$ cat src/sv/tcce_pkg.sv
// tcce_pkg: shared types, constants and helpers for the text console cursor engine.
// Depends on nothing; used by tcce_ctrl, tcce_dp and text_console_cursor_engine_top.
`default_nettype none

package tcce_pkg;

  localparam int COLS   = 80;
  localparam int ROWS   = 25;
  localparam int CELLS  = ROWS * COLS;

  localparam int ROW_W  = $clog2(ROWS);
  localparam int COL_W  = $clog2(COLS);
  localparam int ADDR_W = $clog2(CELLS);

  // Fixed widths of the payload ports
  localparam int FUNC_W    = 2;
  localparam int CHAR_W    = 8;
  localparam int ATTR_W    = 8;
  localparam int RROW_W    = 5;
  localparam int RCOL_W    = 7;
  localparam int OROW_W    = 5;
  localparam int OCOL_W    = 7;
  localparam int OLIN_W    = 11;
  localparam int CELL_W    = ATTR_W + CHAR_W;

  localparam logic [CHAR_W-1:0] CHAR_NL    = 8'd10;
  localparam logic [CHAR_W-1:0] CHAR_TAB   = 8'd9;
  localparam logic [CHAR_W-1:0] CHAR_BLANK = 8'h20;
  localparam logic [ATTR_W-1:0] ATTR_RESET = 8'h07;

  typedef enum logic [FUNC_W-1:0] {
    FUNC_PUT   = 2'd0,
    FUNC_BACK  = 2'd1,
    FUNC_CLEAR = 2'd2,
    FUNC_READ  = 2'd3
  } func_t;

  typedef enum logic [2:0] {
    ST_INIT,
    ST_IDLE,
    ST_EXEC,
    ST_SCROLL,
    ST_FILL,
    ST_FINISH
  } state_t;

  typedef struct packed {
    logic load_in;
    logic exec;
    logic scroll_step;
    logic fill_step;
    logic fill_reset;
    logic cnt_zero;
    logic cnt_row;
    logic cnt_inc;
    logic load_result;
  } cmd_t;

  typedef struct packed {
    func_t func;
    logic  exec_scroll;
    logic  cnt_copy_end;
    logic  cnt_end;
  } sts_t;

  function automatic logic [ADDR_W-1:0] cell_addr(input logic [ADDR_W-1:0] r,
                                                  input logic [ADDR_W-1:0] c);
    return r * ADDR_W'(COLS) + c;
  endfunction

endpackage

`default_nettype wire

$ cat src/sv/tcce_ctrl.sv
// tcce_ctrl: sequencer for the text console engine (init sweep, command, scroll, fill).
// Depends on tcce_pkg; drives the tcce_dp datapath through cmd_t.
`default_nettype none

module tcce_ctrl (
  input  wire logic          clk,
  input  wire logic          rst,
  input  wire logic          in_valid,
  output logic               in_stall,
  output logic               out_valid,
  input  wire logic          out_stall,
  input  wire tcce_pkg::sts_t sts,
  output tcce_pkg::cmd_t     cmd
);

  tcce_pkg::state_t state;
  tcce_pkg::state_t state_next;
  logic             result_free;

  assign result_free = !out_valid || !out_stall;

  always_ff @(posedge clk) begin
    if (rst) begin
      state <= tcce_pkg::ST_INIT;
    end else begin
      state <= state_next;
    end
  end

  // Hold a result until it is taken; a new one replaces it only when free
  always_ff @(posedge clk) begin
    if (rst) begin
      out_valid <= 1'b0;
    end else if (cmd.load_result) begin
      out_valid <= 1'b1;
    end else if (!out_stall) begin
      out_valid <= 1'b0;
    end
  end

  always_comb begin
    state_next = state;
    cmd        = '0;
    in_stall   = 1'b1;
    case (state)
      tcce_pkg::ST_INIT: begin
        cmd.fill_step  = 1'b1;
        cmd.fill_reset = 1'b1;
        if (sts.cnt_end) begin
          state_next = tcce_pkg::ST_IDLE;
        end else begin
          cmd.cnt_inc = 1'b1;
        end
      end
      tcce_pkg::ST_IDLE: begin
        in_stall = 1'b0;
        if (in_valid) begin
          cmd.load_in = 1'b1;
          state_next  = tcce_pkg::ST_EXEC;
        end
      end
      tcce_pkg::ST_EXEC: begin
        cmd.exec = 1'b1;
        if (sts.func == tcce_pkg::FUNC_CLEAR) begin
          cmd.cnt_zero = 1'b1;
          state_next   = tcce_pkg::ST_FILL;
        end else if (sts.func == tcce_pkg::FUNC_PUT && sts.exec_scroll) begin
          cmd.cnt_zero = 1'b1;
          state_next   = tcce_pkg::ST_SCROLL;
        end else begin
          state_next = tcce_pkg::ST_FINISH;
        end
      end
      tcce_pkg::ST_SCROLL: begin
        cmd.scroll_step = 1'b1;
        if (sts.cnt_copy_end) begin
          cmd.cnt_row = 1'b1;
          state_next  = tcce_pkg::ST_FILL;
        end else begin
          cmd.cnt_inc = 1'b1;
        end
      end
      tcce_pkg::ST_FILL: begin
        cmd.fill_step = 1'b1;
        if (sts.cnt_end) begin
          state_next = tcce_pkg::ST_FINISH;
        end else begin
          cmd.cnt_inc = 1'b1;
        end
      end
      tcce_pkg::ST_FINISH: begin
        if (result_free) begin
          cmd.load_result = 1'b1;
          state_next      = tcce_pkg::ST_IDLE;
        end
      end
      default: begin
        state_next = tcce_pkg::ST_INIT;
      end
    endcase
  end

endmodule

`default_nettype wire

$ cat config.mk
export PLATFORM = sky130hd
export DESIGN_NAME = tcce_ctrl
export DESIGN_NICKNAME = d
export VERILOG_FILES = /design/src/sv/tcce_pkg.sv /design/src/sv/tcce_ctrl.sv
export SDC_FILE = /design/constraint.sdc
export NUM_CORES = 1
export LEC_CHECK = 0
export BUFFER_PORTS_ARGS = -buffer_cell sky130_fd_sc_hd__buf_2
export CAP_MARGIN = 20
export CORE_AREA = 2 2 39 41
export DETAILED_ROUTE_END_ITERATION = 16
export DIE_AREA = 0 0 41 43
export GPL_TIMING_DRIVEN = 1
export PLACE_DENSITY = 0.54
export SLEW_MARGIN = 20
export SYNTH_ARGS = -nofsm -noshare
export SYNTH_HDL_FRONTEND = slang
export SYNTH_SLANG_ARGS = --single-unit
$ cat constraint.sdc
create_clock -name clk -period 1.3 [get_ports clk]
set_input_delay 0.195 -clock clk [delete_from_list [all_inputs] [get_ports clk]]
set_output_delay 0.195 -clock clk [all_outputs]
set_load 0.01 [all_outputs]
== After elaboration in Yosys (flattened, before gate mapping) ==
Index checks and enable logic that the tools add are counted.

* Equality and inequality tests: 12
* Mux-type cells: 27
* Reductions and logical operators: 8

{| class="wikitable"
|+ Operators by type and width
! operator !! count
|-
| $mux W3 || 7
|-
| $mux W1 || 18
|-
| $pmux W3 S6 || 1
|-
| $ne A2 B2 Y1 const B || 5
|-
| $eq A3 B2 Y1 const B || 2
|-
| $eq A3 B3 Y1 const B || 2
|-
| $reduce_and A5 Y1 || 1
|-
| $eq A3 B1 Y1 const B || 1
|-
| $logic_not A3 Y1 || 1
|-
| $eq A2 B2 Y1 const B || 1
|-
| $logic_not A1 Y1 || 2
|-
| $logic_not A2 Y1 || 1
|-
| $ne A2 B1 Y1 const B || 1
|-
| $pmux W1 S2 || 1
|-
| $reduce_or A2 Y1 || 1
|-
| $logic_and A1 B1 Y1 || 1
|-
| $logic_or A1 B1 Y1 || 1
|}

* Register bits: 4
* Bits of input ports: 9
* Output and inout bits: 11
* Word-level logic and storage cells: 49

== Longest topological paths before layout ==
* Depth after elaboration: 5
* Gate-level depth with buffers: 4
* Depth with buffers taken out: 3

== Least setup slack after synthesis ==
Ideal clock, no wire load.

* Path kind: register -> output
* Start: reg state[1]
* End: out cmd[3] (netlist name)
* Arrival time: 1.269 ns
* Required time: 1.105 ns
* Slack: -0.164 ns
* Stages on the path, launching flop included: 4
* Buffers on the path: 1
* Cell sequence: dfxtp_1 -> buf_2 -> nor3b_1 -> nor3b_1

{| class="wikitable"
|+ RTL lines
! item !! line !! RTL
|-
| start, declared || tcce_ctrl.sv:16 || <nowiki>tcce_pkg::state_t state;</nowiki>
|-
| start signal, assigned || tcce_ctrl.sv:24 || <nowiki>state <= tcce_pkg::ST_INIT;</nowiki>
|-
| start signal, assigned || tcce_ctrl.sv:26 || <nowiki>state <= state_next;</nowiki>
|-
| end, declared || tcce_ctrl.sv:13 || <nowiki>output tcce_pkg::cmd_t cmd</nowiki>
|}

==> out/results.tsv <==
metric	value	unit
status	complete, no violations	
Max Cap Viol	0	
Clock Latency Late Sink	0.23	ns
GRT Residual Overflow	0	
largest net degree at the start of global routing	11	
CTS tree	done	
core box area	1384	um2
final setup vio count	0	
share of layout cells above drive strength 1	57.75	%
clock sink count	4	
unique cell type count in the Yosys netlist	28	
vias per std cell	4.747	
mapped cell area	342.8	um2
Seq cells post-synth	4	
Reg area	91.34	um2
Die W	41	um
Routability Congestion	0.7885	
Die Y-Extent	43	um
Crit Path Category	flip-flop to primary output	
Crit. End Element	primary output	
num rows	14	
DIE AREA	1763	um2
first-pass GRT wire length	1.386	mm
clock slew at reported path FFs	0.04	ns
Hold WC Path Type	primary input to flip-flop	
via count	413	
area of the multi-input gates	264.0	um2
IO Pins	20	
most frequent cells in the layout	buf_2, buf_4, nor2_1	
RSZ-0062 raised after global routing	true	
average wire per standard cell	9.897	um
fin nets	82	
number of enable flip-flop cells after synthesis	0	
Max Root-Sink Buffers	2	
prevailing post-synth register cell	dfxtp_1	
flop-to-flop setup slack	0.07	ns
# port buffers	19	
syn nets	54	
clk_skew	0.004535	ns
crit start category	flip-flop	
Slew headroom	82.80	%
Slew Viols, Final	0	
hold buffer count at cts	0	
Syn Area/Cell	7.618	um2
measured slew at the worst slew-check pin	0.2573	ns
Crit path required time	1.11	ns
Final Hold Fails	0	
Lkg Pwr	0.2551	nW
CTS Buf Count	3	
crit path time final	1.293	ns
TritonRoute pass-1 iters	4	
final wirelength	861	um
Area growth syn-to-layout	64.23	%
Fill cells	145	
Period Utilization, post-route	99.50	%
starting DRC count in detailed routing	14	
Yosys warning count	0	
setup TNS	0	ns
Layout Utilization	40.69	%
Starting Density	24.77	%
Worst Path Max Fanout	10	
Peak VDD IR	366.5	uV
Power Density	894.4	nW/um2
Root Buffer	clkbuf_4	
DRC viols	0	
post-route ant nets	0	
WHS	0.1906	ns
Mapped Cells	45	
most common cell after layout, fill and taps aside	buf_2	
H-tree depth	1	
GRT Util Overall	11.65	%
data arrival time of the worst path	1.10	ns
n_diodes	0	
initial antenna violation count	0	
fraction of registers with async set/reset	0	%
register area share after synthesis	23.36	%
vias in the first global route	351	
fmax	0.7731	GHz
[final cells by class]
class,count,share of cell area [%]
clock buffers,3,4.000
inverters,3,2.000
repair buffers,26,27.33
flip-flops and latches,4,16.22
multi-input cells,35,46.89
well taps,16,3.556
[registers in the layout (all words and copies together), names as in the netlist]
register	count
out_valid	1
state	3
[power by group]
group / total (mW) / internal (mW) / switching (mW)
Combinational: 0.196 / 0.109 / 0.0866
Clock: 0.149 / 0.103 / 0.0458
Sequential: 0.159 / 0.135 / 0.0237
Total: 0.504 / 0.347 / 0.156
[stage by stage]
stage,cell area [um2],std cells,setup WS [ns],power (mW)
finish,563.0,87,0.006500,0.5036
global route,563.0,87,-0.09696,0.5411
CTS,528.0,86,-0.01940,0.4939
detailed placement,451.7,78,0.04552,0.3121
global placement,451.7,78,0.05059,0.3115
floorplan,352.8,45,0.05545,0.2599
[cell families (layout without fill, tap and decap cells)]
group / count (synthesis) / after routing / synth area share [%]
buffers and inverters: 6 / 32 / 10.22
AO/OA/AOI/OAI: 9 / 9 / 17.52
flip-flops: 4 / 4 / 23.36
AND/OR/NAND/NOR: 26 / 26 / 48.91
[worst max-delay path: stages (launching register included)]
cell	delay (ns)
dfxtp_4	0.38
nor3b_4	0.17
nor3b_2	0.17
buf_2	0.14
[cell usage after synthesis (all sizes together) (2+ instances only)]
master,instances,area share [%]
nor3,2,2.9
nand2,3,3.3
dfxtp,4,23
inv,3,3.3
a21oi,3,4.4
nand2b,2,3.6
buf,3,6.9
nor2,5,5.5
nor3b,2,4.4
o211ai,2,4.4
or3,2,4.0
and3,2,5.1
[worst paths after layout]
path | from | endpoint | depth (start not counted)
setup / recovery | state[2] | cmd[3] | 3
hold / removal | rst | state[2] | 2
setup reg to reg | state[1] | state[1] | 4
hold reg to reg | out_valid | out_valid | 2
[routing by layer]
| layer | share of wire [%] | vias to the layer above | track usage (%) | wire (um) |
|---|---|---|---|---|
| li1 | - | 213 | - | - |
| met1 | 48 | 183 | 15.76 | 413 |
| met2 | 46 | 17 | 15.31 | 392 |
| met3 | 6.5 | 0 | 4.712 | 56 |
| met4 | 0 | 0 | 6.000 | 0 |
| met5 | 0 | - | 0 | 0 |
[timing repair]
item	CTS	global route
resized for setup	7	5
buffers inserted	5	1
setup endpoints to repair	8	6
pin swaps	1	1
(Power assumes the default switching activity.)
